$ cat src/rtl/ebc_pkg.sv
package ebc_pkg;

  // default width of the position counter
  localparam int COUNT_BITS_DEF = 16;

  // field widths
  localparam int POS_W   = 16;
  localparam int TGT_W   = 16;
  localparam int DB_W    = 8;
  localparam int LIM_W   = 15;
  localparam int DRIVE_W = 2;

  // configuration port
  localparam int CFG_IDX_W  = 2;
  localparam int CFG_DATA_W = 16;

  localparam logic [CFG_IDX_W-1:0] REG_TARGET   = 2'd0;
  localparam logic [CFG_IDX_W-1:0] REG_DEADBAND = 2'd1;
  localparam logic [CFG_IDX_W-1:0] REG_LIMIT    = 2'd2;

  // register reset values
  localparam logic signed [TGT_W-1:0] TARGET_RST   = 16'sd100;
  localparam logic [DB_W-1:0]         DEADBAND_RST = 8'd4;
  localparam logic [LIM_W-1:0]        LIMIT_RST    = 15'd300;

  // drive codes
  localparam logic [DRIVE_W-1:0] DRIVE_STOP = 2'd0;
  localparam logic [DRIVE_W-1:0] DRIVE_CW   = 2'd1;
  localparam logic [DRIVE_W-1:0] DRIVE_CCW  = 2'd2;

  typedef struct packed {
    logic chan_a;
    logic chan_b;
  } in_item_t;

  typedef struct packed {
    logic signed [POS_W-1:0] position;
    logic [DRIVE_W-1:0]      drive;
    logic                    pulse_seen;
  } out_item_t;

endpackage

$ cat src/rtl/encoder_position_bang_controller_core.sv
// Quadrature encoder counter with bang-bang position drive. Each request is one
// poll of channels A and B; every request gives exactly one result carrying the
// saturating position count, the motor drive (stop, clockwise, counter-clockwise)
// and a flag for a step on channel A. A request is held in an input register,
// where the count step and the drive compares are done, and the result lands
// in an output register; one request is taken per clock while out_ready does
// not stall the output register, and the count register loop sets that rate.
// The first request after reset only records the level of A and returns stop.
// Configuration writes (target, deadband, travel limit) take effect at once and
// are expected only while no request is in flight.
module encoder_position_bang_controller_core
  import ebc_pkg::*;
#(
  parameter int COUNT_BITS = COUNT_BITS_DEF
) (
  input  logic                  clk,
  input  logic                  rst_n,
  input  logic                  in_valid,
  output logic                  in_ready,
  input  in_item_t              in_data,
  output logic                  out_valid,
  input  logic                  out_ready,
  output out_item_t             out_data,
  input  logic                  cfg_we,
  input  logic [CFG_IDX_W-1:0]  cfg_idx,
  input  logic [CFG_DATA_W-1:0] cfg_data
);

  // compare width covers the count, the target and the limits with headroom
  localparam int CW = ((COUNT_BITS > TGT_W) ? COUNT_BITS : TGT_W) + 2;
  localparam logic signed [COUNT_BITS-1:0] CNT_MAX = {1'b0, {(COUNT_BITS-1){1'b1}}};
  localparam logic signed [COUNT_BITS-1:0] CNT_MIN = {1'b1, {(COUNT_BITS-1){1'b0}}};

  logic signed [TGT_W-1:0]      target_r;
  logic [DB_W-1:0]              deadband_r;
  logic [LIM_W-1:0]             limit_r;

  logic                         in_valid_r;
  in_item_t                     in_data_r;
  logic                         out_valid_r;
  out_item_t                    out_data_r;

  logic                         prev_a_r;
  logic                         primed_r;
  logic signed [COUNT_BITS-1:0] count_r;
  logic                         dir_cw_r;

  logic                         advance;
  logic                         fire;
  logic                         pulse;
  logic signed [COUNT_BITS-1:0] count_nxt;
  logic                         dir_cw_nxt;
  logic [DRIVE_W-1:0]           drive;
  out_item_t                    out_nxt;

  logic signed [CW-1:0]         cnt_ext;
  logic signed [CW-1:0]         tgt_ext;
  logic signed [CW-1:0]         db_ext;
  logic signed [CW-1:0]         lim_ext;
  logic                         in_band;
  logic                         past_limit;

  // handshake: output register frees the compute stage, which frees the input register
  assign advance   = !out_valid_r || out_ready;
  assign fire      = in_valid_r && advance;
  assign in_ready  = !in_valid_r || advance;
  assign out_valid = out_valid_r;
  assign out_data  = out_data_r;

  // configuration registers
  always_ff @(posedge clk) begin
    if (!rst_n) begin
      target_r   <= TARGET_RST;
      deadband_r <= DEADBAND_RST;
      limit_r    <= LIMIT_RST;
    end else if (cfg_we) begin
      unique case (cfg_idx)
        REG_TARGET:   target_r   <= $signed(cfg_data[TGT_W-1:0]);
        REG_DEADBAND: deadband_r <= cfg_data[DB_W-1:0];
        REG_LIMIT:    limit_r    <= cfg_data[LIM_W-1:0];
        default: ;
      endcase
    end
  end

  // count step on a change of channel A, saturating at the counter limits
  always_comb begin
    pulse     = primed_r && (in_data_r.chan_a != prev_a_r);
    count_nxt = count_r;
    if (pulse) begin
      if (in_data_r.chan_b != in_data_r.chan_a) begin
        if (count_r != CNT_MAX) count_nxt = count_r + COUNT_BITS'(1);
      end else begin
        if (count_r != CNT_MIN) count_nxt = count_r - COUNT_BITS'(1);
      end
    end
  end

  // drive decision from the stepped count
  assign cnt_ext    = CW'(count_nxt);
  assign tgt_ext    = CW'(target_r);
  assign db_ext     = $signed(CW'(deadband_r));
  assign lim_ext    = $signed(CW'(limit_r));
  assign in_band    = (cnt_ext > tgt_ext - db_ext) && (cnt_ext < tgt_ext + db_ext);
  assign past_limit = (cnt_ext > lim_ext) || (cnt_ext < -lim_ext);

  always_comb begin
    drive      = DRIVE_STOP;
    dir_cw_nxt = dir_cw_r;
    if (primed_r && !in_band) begin
      if (past_limit) begin
        drive      = dir_cw_r ? DRIVE_CCW : DRIVE_CW;
        dir_cw_nxt = !dir_cw_r;
      end else if (cnt_ext < tgt_ext) begin
        drive      = DRIVE_CW;
        dir_cw_nxt = 1'b1;
      end else if (cnt_ext > tgt_ext) begin
        drive      = DRIVE_CCW;
        dir_cw_nxt = 1'b0;
      end
    end
  end

  always_comb begin
    out_nxt.position   = cnt_ext[POS_W-1:0];
    out_nxt.drive      = drive;
    out_nxt.pulse_seen = pulse;
  end

  // input register
  always_ff @(posedge clk) begin
    if (!rst_n) begin
      in_valid_r <= 1'b0;
    end else if (in_ready) begin
      in_valid_r <= in_valid;
    end
  end

  always_ff @(posedge clk) begin
    if (in_valid && in_ready) begin
      in_data_r <= in_data;
    end
  end

  // encoder state, updated as each request passes the compute stage
  always_ff @(posedge clk) begin
    if (!rst_n) begin
      prev_a_r <= 1'b0;
      primed_r <= 1'b0;
      count_r  <= '0;
      dir_cw_r <= 1'b1;
    end else if (fire) begin
      prev_a_r <= in_data_r.chan_a;
      primed_r <= 1'b1;
      count_r  <= count_nxt;
      dir_cw_r <= dir_cw_nxt;
    end
  end

  // output register
  always_ff @(posedge clk) begin
    if (!rst_n) begin
      out_valid_r <= 1'b0;
    end else if (advance) begin
      out_valid_r <= in_valid_r;
    end
  end

  always_ff @(posedge clk) begin
    if (fire) begin
      out_data_r <= out_nxt;
    end
  end

  // first request after reset only primes channel A
  a_prime_quiet: assert property (@(posedge clk) disable iff (!rst_n)
    (fire && !primed_r) |=> (out_data_r.pulse_seen == 1'b0 && out_data_r.drive == DRIVE_STOP))
    else $error("priming request produced a pulse or a drive");

  // the count moves only on a pulse
  a_count_hold: assert property (@(posedge clk) disable iff (!rst_n)
    (fire && !pulse) |=> $stable(count_r))
    else $error("count moved without a pulse");

  // a stop result keeps the direction flag
  a_stop_dir: assert property (@(posedge clk) disable iff (!rst_n)
    (fire && drive == DRIVE_STOP) |=> $stable(dir_cw_r))
    else $error("direction changed on a stop");

  // direction flag follows the drive issued
  a_dir_follow: assert property (@(posedge clk) disable iff (!rst_n)
    (fire && (drive == DRIVE_CW || drive == DRIVE_CCW)) |=> (dir_cw_r == (out_data_r.drive == DRIVE_CW)))
    else $error("direction flag disagrees with drive");

  // result register holds while stalled
  a_out_hold: assert property (@(posedge clk) disable iff (!rst_n)
    (out_valid_r && !out_ready) |=> (out_valid_r && $stable(out_data_r)))
    else $error("stalled result changed");

endmodule
$ cat config.mk
export PLATFORM = sky130hd
export DESIGN_NAME = encoder_position_bang_controller_core
export DESIGN_NICKNAME = d
export VERILOG_FILES = /design/src/rtl/ebc_pkg.sv /design/src/rtl/encoder_position_bang_controller_core.sv
export SDC_FILE = /design/constraint.sdc
export NUM_CORES = 1
export LEC_CHECK = 0
export BUFFER_PORTS_ARGS = -buffer_cell sky130_fd_sc_hd__buf_4
export CELL_PAD_IN_SITES_DETAIL_PLACEMENT = 1
export CELL_PAD_IN_SITES_GLOBAL_PLACEMENT = 2
export CORE_ASPECT_RATIO = 0.6
export CORE_MARGIN = 8
export CORE_UTILIZATION = 34
export CTS_CLUSTER_DIAMETER = 200
export CTS_CLUSTER_SIZE = 8
export DETAILED_ROUTE_END_ITERATION = 10
export PLACE_DENSITY_LB_ADDON = 0.08
export SLEW_MARGIN = 5
export SYNTH_ARGS = -nofsm -noshare
export SYNTH_HDL_FRONTEND = slang
export SYNTH_SLANG_ARGS = --single-unit
$ cat constraint.sdc
create_clock -name clk -period 3.7 [get_ports clk]
set_input_delay 0.37 -clock clk [delete_from_list [all_inputs] [get_ports clk]]
set_output_delay 0.37 -clock clk [all_outputs]
set_load 0.1 [all_outputs]
Word level (Yosys, flattened, before mapping)
Cells that the tools add are included.
{ "word_totals": {"elab_cells": 60, "input_bits": 25, "regBits": 81, "out_inout_bits": 21} }
{ "classes": {"reduce_logical": 18, "magnitude_cmp": 6, "n_addsub": 5, "eq_ne": 6, "muxes": 11} }
{ "ops": {"columns": ["op", "n"], "rows": [
  ["$mux W16", 4],
  ["$gt A16 B16 Y1", 2],
  ["$ne A16 B16 Y1 const B", 2],
  ["$lt A16 B18 Y1", 1],
  ["$neg A15 Y18", 1],
  ["$add A16 B9 Y17", 1],
  ["$gt A16 B17 Y1", 1],
  ["$lt A16 B17 Y1", 1],
  ["$sub A16 B9 Y17", 1],
  ["$add A16 B2 Y16 const B", 1],
  ["$lt A16 B16 Y1", 1],
  ["$sub A16 B2 Y16 const B", 1],
  ["$mux W2", 4],
  ["$reduce_and A2 Y1", 3],
  ["$logic_and A1 B1 Y1", 5],
  ["$logic_not A1 Y1", 4],
  ["$logic_or A1 B1 Y1", 3],
  ["$mux W1", 3],
  ["$reduce_and A3 Y1", 1],
  ["$reduce_bool A3 Y1", 1],
  ["$eq A2 B1 Y1 const B", 1],
  ["$eq A2 B2 Y1 const B", 1],
  ["$logic_not A2 Y1", 1],
  ["$ne A1 B1 Y1", 2]
]} }

Depth between registers and ports, before layout
{ "depth": {"ltp_word": 9, "mapped_depth": 19, "depth_no_buf": 19} }

Worst setup path before layout
Ideal clock, no wire load.
{ "synth_path": {"kind": "register -> register", "startpoint": "reg deadband_r[7]", "endpoint": "reg dir_cw_r", "arrival_ps": 3865, "n_path_buf": 0, "t_required_ps": 3563, "setup_slack_ps": -301, "path_stages_with_launch": 17, "path_cell_list": "dfxtp_1 inv_1 ha_1 or3_1 or3_1 or3_4 or2_0 o22ai_1 xnor2_1 ha_1 a21oi_1 o211ai_1 nor2_1 or4_1 o311ai_0 a31o_2 a32oi_1"} }
{ "synth_via": {"elab_chain_cells": 6} }
{ "synth_lines": {"columns": ["item", "line", "text"], "rows": [
  ["start: declaration", "encoder_position_bang_controller_core.sv:35", "logic [DB_W-1:0] deadband_r;"],
  ["start signal: assignment", "encoder_position_bang_controller_core.sv:79", "REG_DEADBAND: deadband_r <= cfg_data[DB_W-1:0];"],
  ["$sub A16 B9 Y17 or $add A16 B9 Y17 (tied branches)", "encoder_position_bang_controller_core.sv:104", "assign in_band = (cnt_ext > tgt_ext - db_ext) && (cnt_ext < tgt_ext + db_ext);"],
  ["$gt A16 B17 Y1 or $lt A16 B17 Y1 (tied branches)", "encoder_position_bang_controller_core.sv:104", null],
  ["$logic_and A1 B1 Y1 (*)", "encoder_position_bang_controller_core.sv:104", null],
  ["$logic_not A1 Y1 (*)", "encoder_position_bang_controller_core.sv:110", "if (primed_r && !in_band) begin"],
  ["$logic_and A1 B1 Y1 (*)", "encoder_position_bang_controller_core.sv:110", null],
  ["$reduce_and A3 Y1 (no source line) (*)", null, null],
  ["end signal: assignment", "encoder_position_bang_controller_core.sv:156", "dir_cw_r <= dir_cw_nxt;"],
  ["end: declaration", "encoder_position_bang_controller_core.sv:46", "logic dir_cw_r;"]
]} }
Every way passes the cells marked *; elsewhere a longest branch is shown, timed or not.
A chain may end at the register's enable or synchronous reset.

Final worst setup path
{ "layout_path": {"startpoint": "reg target_r[0]", "endpoint": "reg out_data_r, in the netlist out_data[1] (data pin)"} }
{ "layout_via": {"elab_chain_cells": 5} }
{ "layout_lines": {"columns": ["item", "line", "text"], "rows": [
  ["start: declaration", "encoder_position_bang_controller_core.sv:34", "logic signed [TGT_W-1:0] target_r;"],
  ["start signal: assignment", "encoder_position_bang_controller_core.sv:78", "REG_TARGET: target_r <= $signed(cfg_data[TGT_W-1:0]);"],
  ["$sub A16 B9 Y17 or $add A16 B9 Y17 (tied branches)", "encoder_position_bang_controller_core.sv:104", null],
  ["$gt A16 B17 Y1 or $lt A16 B17 Y1 (tied branches)", "encoder_position_bang_controller_core.sv:104", null],
  ["$logic_and A1 B1 Y1", "encoder_position_bang_controller_core.sv:104", null],
  ["$logic_not A1 Y1", "encoder_position_bang_controller_core.sv:110", null],
  ["$logic_and A1 B1 Y1", "encoder_position_bang_controller_core.sv:110", null],
  ["end signal: assignment", "encoder_position_bang_controller_core.sv:171", "out_data_r <= out_nxt;"],
  ["end: declaration", "encoder_position_bang_controller_core.sv:41", "out_item_t out_data_r;"]
]} }
Several ways; a longest one is shown, not always the timed one.

==> qor.csv <==
metric,value,unit
WP data required,3.82,ns
HPWL after DPL,22.5,mm
placer congestion estimate,0.913,
CP Data Arrival Time,4.15,ns
clk_lat worst skew,0.36,ns
I/O pin count,46,
Final period util,1.09,
Setup Crit Path Kind,reg -> reg,
pre-CTS setup slack,-0.579,ns
Reg power frac,0.304,
first-pass GRT wire length,43.6,mm
unrepaired setup endpoints after global routing,true,
ys async rst share,0,
Comb power frac,0.357,
CTS Sinks,81,
total global routing track utilization,0.224,
Vias/cell,5.35,
H-tree levels,3,
area of the multi-input gates,5250,µm²
Worst Hold Slack,0.179,ns
P&R area growth vs syn,44.6,%
DIE WIDTH,199,µm
WL per Instance,20.9,µm
clock skew,0.0104,ns
Rel. slew slack,0.439,
P_sw,1.10,mW
Core Rows,40,
Sw Share,0.343,
number of antenna violations at the first check in global routing,0,
synthesized area,6820,µm²
DRC,0,
final setup violation count,3,
Fill cells,2383,
ratio of cells with drive above 1 in the final layout,0.348,
Syn Nets,973,
min-delay worst type,in -> reg,
CORE AREA,19800,µm²
clk buf depth,2,
Synth Warn #,0,
crit path max fanout,3,
Sum Neg Setup Slack,-0.809,ns
Overflow after GRT,0,
crit path launch type,flip-flop,
worst slew pin tran,0.841,ns
antenna-violating nets left,0,
syn avg cell area,8.06,µm²
number of global-route vias before repair,7562,
Die Y-Extent,126,µm
Post-Syn Instances,846,
DIE AREA,25000,µm²
antenna cells,0,
CTS root buf,clkbuf_16,
WL final,28.1,mm
Final Max Slew Viols,0,
maxcap violations,0,
Power Dens Cells,326,nW/µm²
Seq. cell area,1850,µm²
Port Buffers,45,
Worst VDD drop,0.000248,V
Tot Pwr,3.22,mW
vias,7198,
CTS buffer count,9,
Main synth FF type,dfxtp_1,
status,"finished, violations left",
Worst Setup End Kind,flip-flop,
Iteration-0 DRC Markers,456,
Layout Nets,1195,
drt pass-1 iters,5,
Initial Util,0.344,
Clk pwr share,0.339,
cts hold-fix bufs,0,
largest net degree at the start of global routing,21,
"flops & latches, synth",81,
Post-synth EDFFs,21,
Lkg Pwr,4.33,nW
failing checks,negative setup slack,
clock transition at the registers of the reported paths,0.07,ns
Final min period,4.02,ns
final hold violations,0,
Fmax,249,MHz
synth unique cells,68,
"Seq/Total Area, Yosys",0.269,
Cell Int Power,2.12,mW
fin util,0.498,
setup ws final,-0.323,ns
CTS tree,yes,
[synthesized netlist by cell type (all sizes together) (3+ instances only)]
library cell	instances	area share
a211oi	6	0.0066
a21o	11	0.012
a21oi	80	0.059
a31oi	5	0.0046
and2	6	0.0055
and3	5	0.0046
and4	6	0.0077
buf	8	0.0073
clkbuf	23	0.013
dfxtp	60	0.18
edfxtp	21	0.092
ha	100	0.18
inv	61	0.034
mux2i	8	0.012
nand2	103	0.057
nand2b	9	0.0083
nand3	30	0.022
nand4	22	0.020
nor2	55	0.030
nor2b	11	0.010
nor3	30	0.023
nor4	9	0.0083
nor4b	3	0.0039
o211a	5	0.0073
o211ai	12	0.013
o21a	6	0.0066
o21ai	28	0.021
o21bai	5	0.0055
o22ai	5	0.0046
o311ai	3	0.0039
o31ai	3	0.0033
or2	6	0.0055
or3	7	0.0072
or4	4	0.0050
xnor2	43	0.055
xor2	16	0.021
[stage by stage]
step                instances  instance area (µm²)
global placement         1310                 8850
CTS                      1337                 9550
floorplan                 846                 6980
detailed placement       1310                 8850
finish                   1346                 9860
global route             1346                 9860
[flip-flops by register name, summed over array words and instances, names as in the netlist]
name and flops:
count_r 16, deadband_r 8, dir_cw_r 1, in_data_r 2
in_valid_r 1, limit_r 15, out_data 19, out_valid 1
prev_a_r 1, primed_r 1, target_r 16
[cell families after synthesis]
kind of cell / after synthesis / synth area share
simple gates: 315 / 0.229
compound gates: 187 / 0.171
fa+ha+maj: 102 / 0.189
buf+inv: 94 / 0.0547
flops: 81 / 0.269
xor+xnor: 59 / 0.0758
mux: 8 / 0.0117
[layout by cell type (no fill, tap or decap), drive strengths merged, types with 11 or more instances in the layout]
cell / count
buf: 242
nand2: 103
ha: 100
a21oi: 80
inv: 62
dfxtp: 60
nor2: 55
xnor2: 43
nand3: 30
nor3: 30
o21ai: 28
nand4: 22
edfxtp: 21
xor2: 16
o211ai: 12
a21o: 11
nor2b: 11
[power by group through the flow]
stage                     sequential [mW]  clock, mW  combinational, mW
after floorplan                      1.07          0              0.503
after global routing                0.982       1.15               1.24
after CTS                           0.977       1.12               1.08
after global placement              0.994          0              0.992
after detailed placement            0.995          0               1.02
final                               0.978       1.09               1.15
[critical path: stages, from the launching register on]
cell and delay [ns]:
dfxtp_4 0.37, ha_4 0.13, inv_1 0.05, fa_2 0.40, o21bai_4 0.16, a21oi_2 0.08, nor2_1 0.17, o21ai_2 0.11
a21oi_2 0.13, buf_4 0.15, buf_4 0.12, nand3_2 0.06, xnor2_1 0.20, ha_1 0.28, a21o_1 0.17, nand2_2 0.07
a31oi_2 0.09, or4_4 0.57, o31ai_4 0.25, a31oi_1 0.07, and2_1 0.16
[layer usage]
metal,GRT usage,vias to the layer above,part of all wire,wire length [µm]
li1,-,3468,-,-
met1,0.338,3552,0.53,14800
met2,0.322,156,0.41,11400
met3,0.0521,22,0.059,1670
met4,0.0326,0,0.0085,238
met5,0,-,0,0
[timing repair]
action / CTS / global route
endpoints found under the setup margin: 3 / 3
setup buffers: 12 / 10
pin swaps: 35 / 36
hold endpoints to repair: 0 / 0
gates resized for setup: 61 / 50
[path summary, 6_finish.rpt]
| check | from | end | slack [ns] | cells past startpoint |
|---|---|---|---|---|
| worst max-delay path | target_r[0]$_SDFFE_PN0P_ | out_data[1]$_SDFFCE_PN0P_ | -0.32 | 20 |
| worst max register to register | target_r[0]$_SDFFE_PN0P_ | out_data[1]$_SDFFCE_PN0P_ | -0.32 | 20 |
| worst min register to register | limit_r[10]$_SDFFE_PN0P_ | limit_r[10]$_SDFFE_PN0P_ | 0.46 | 2 |
| worst min-delay path | in_data[1] | in_data_r[1]$_DFFE_PP_ | 0.18 | 1 |
[area by class of cell]
class,count,area share
clock buffer,10,0.0232
clock inverter,6,0.0117
inverter,63,0.0242
multi-input combinational,671,0.532
sequential,81,0.188
tap,273,0.0346
timing repair buffer,242,0.186
Note: power is estimated with default switching activity, not from simulation.
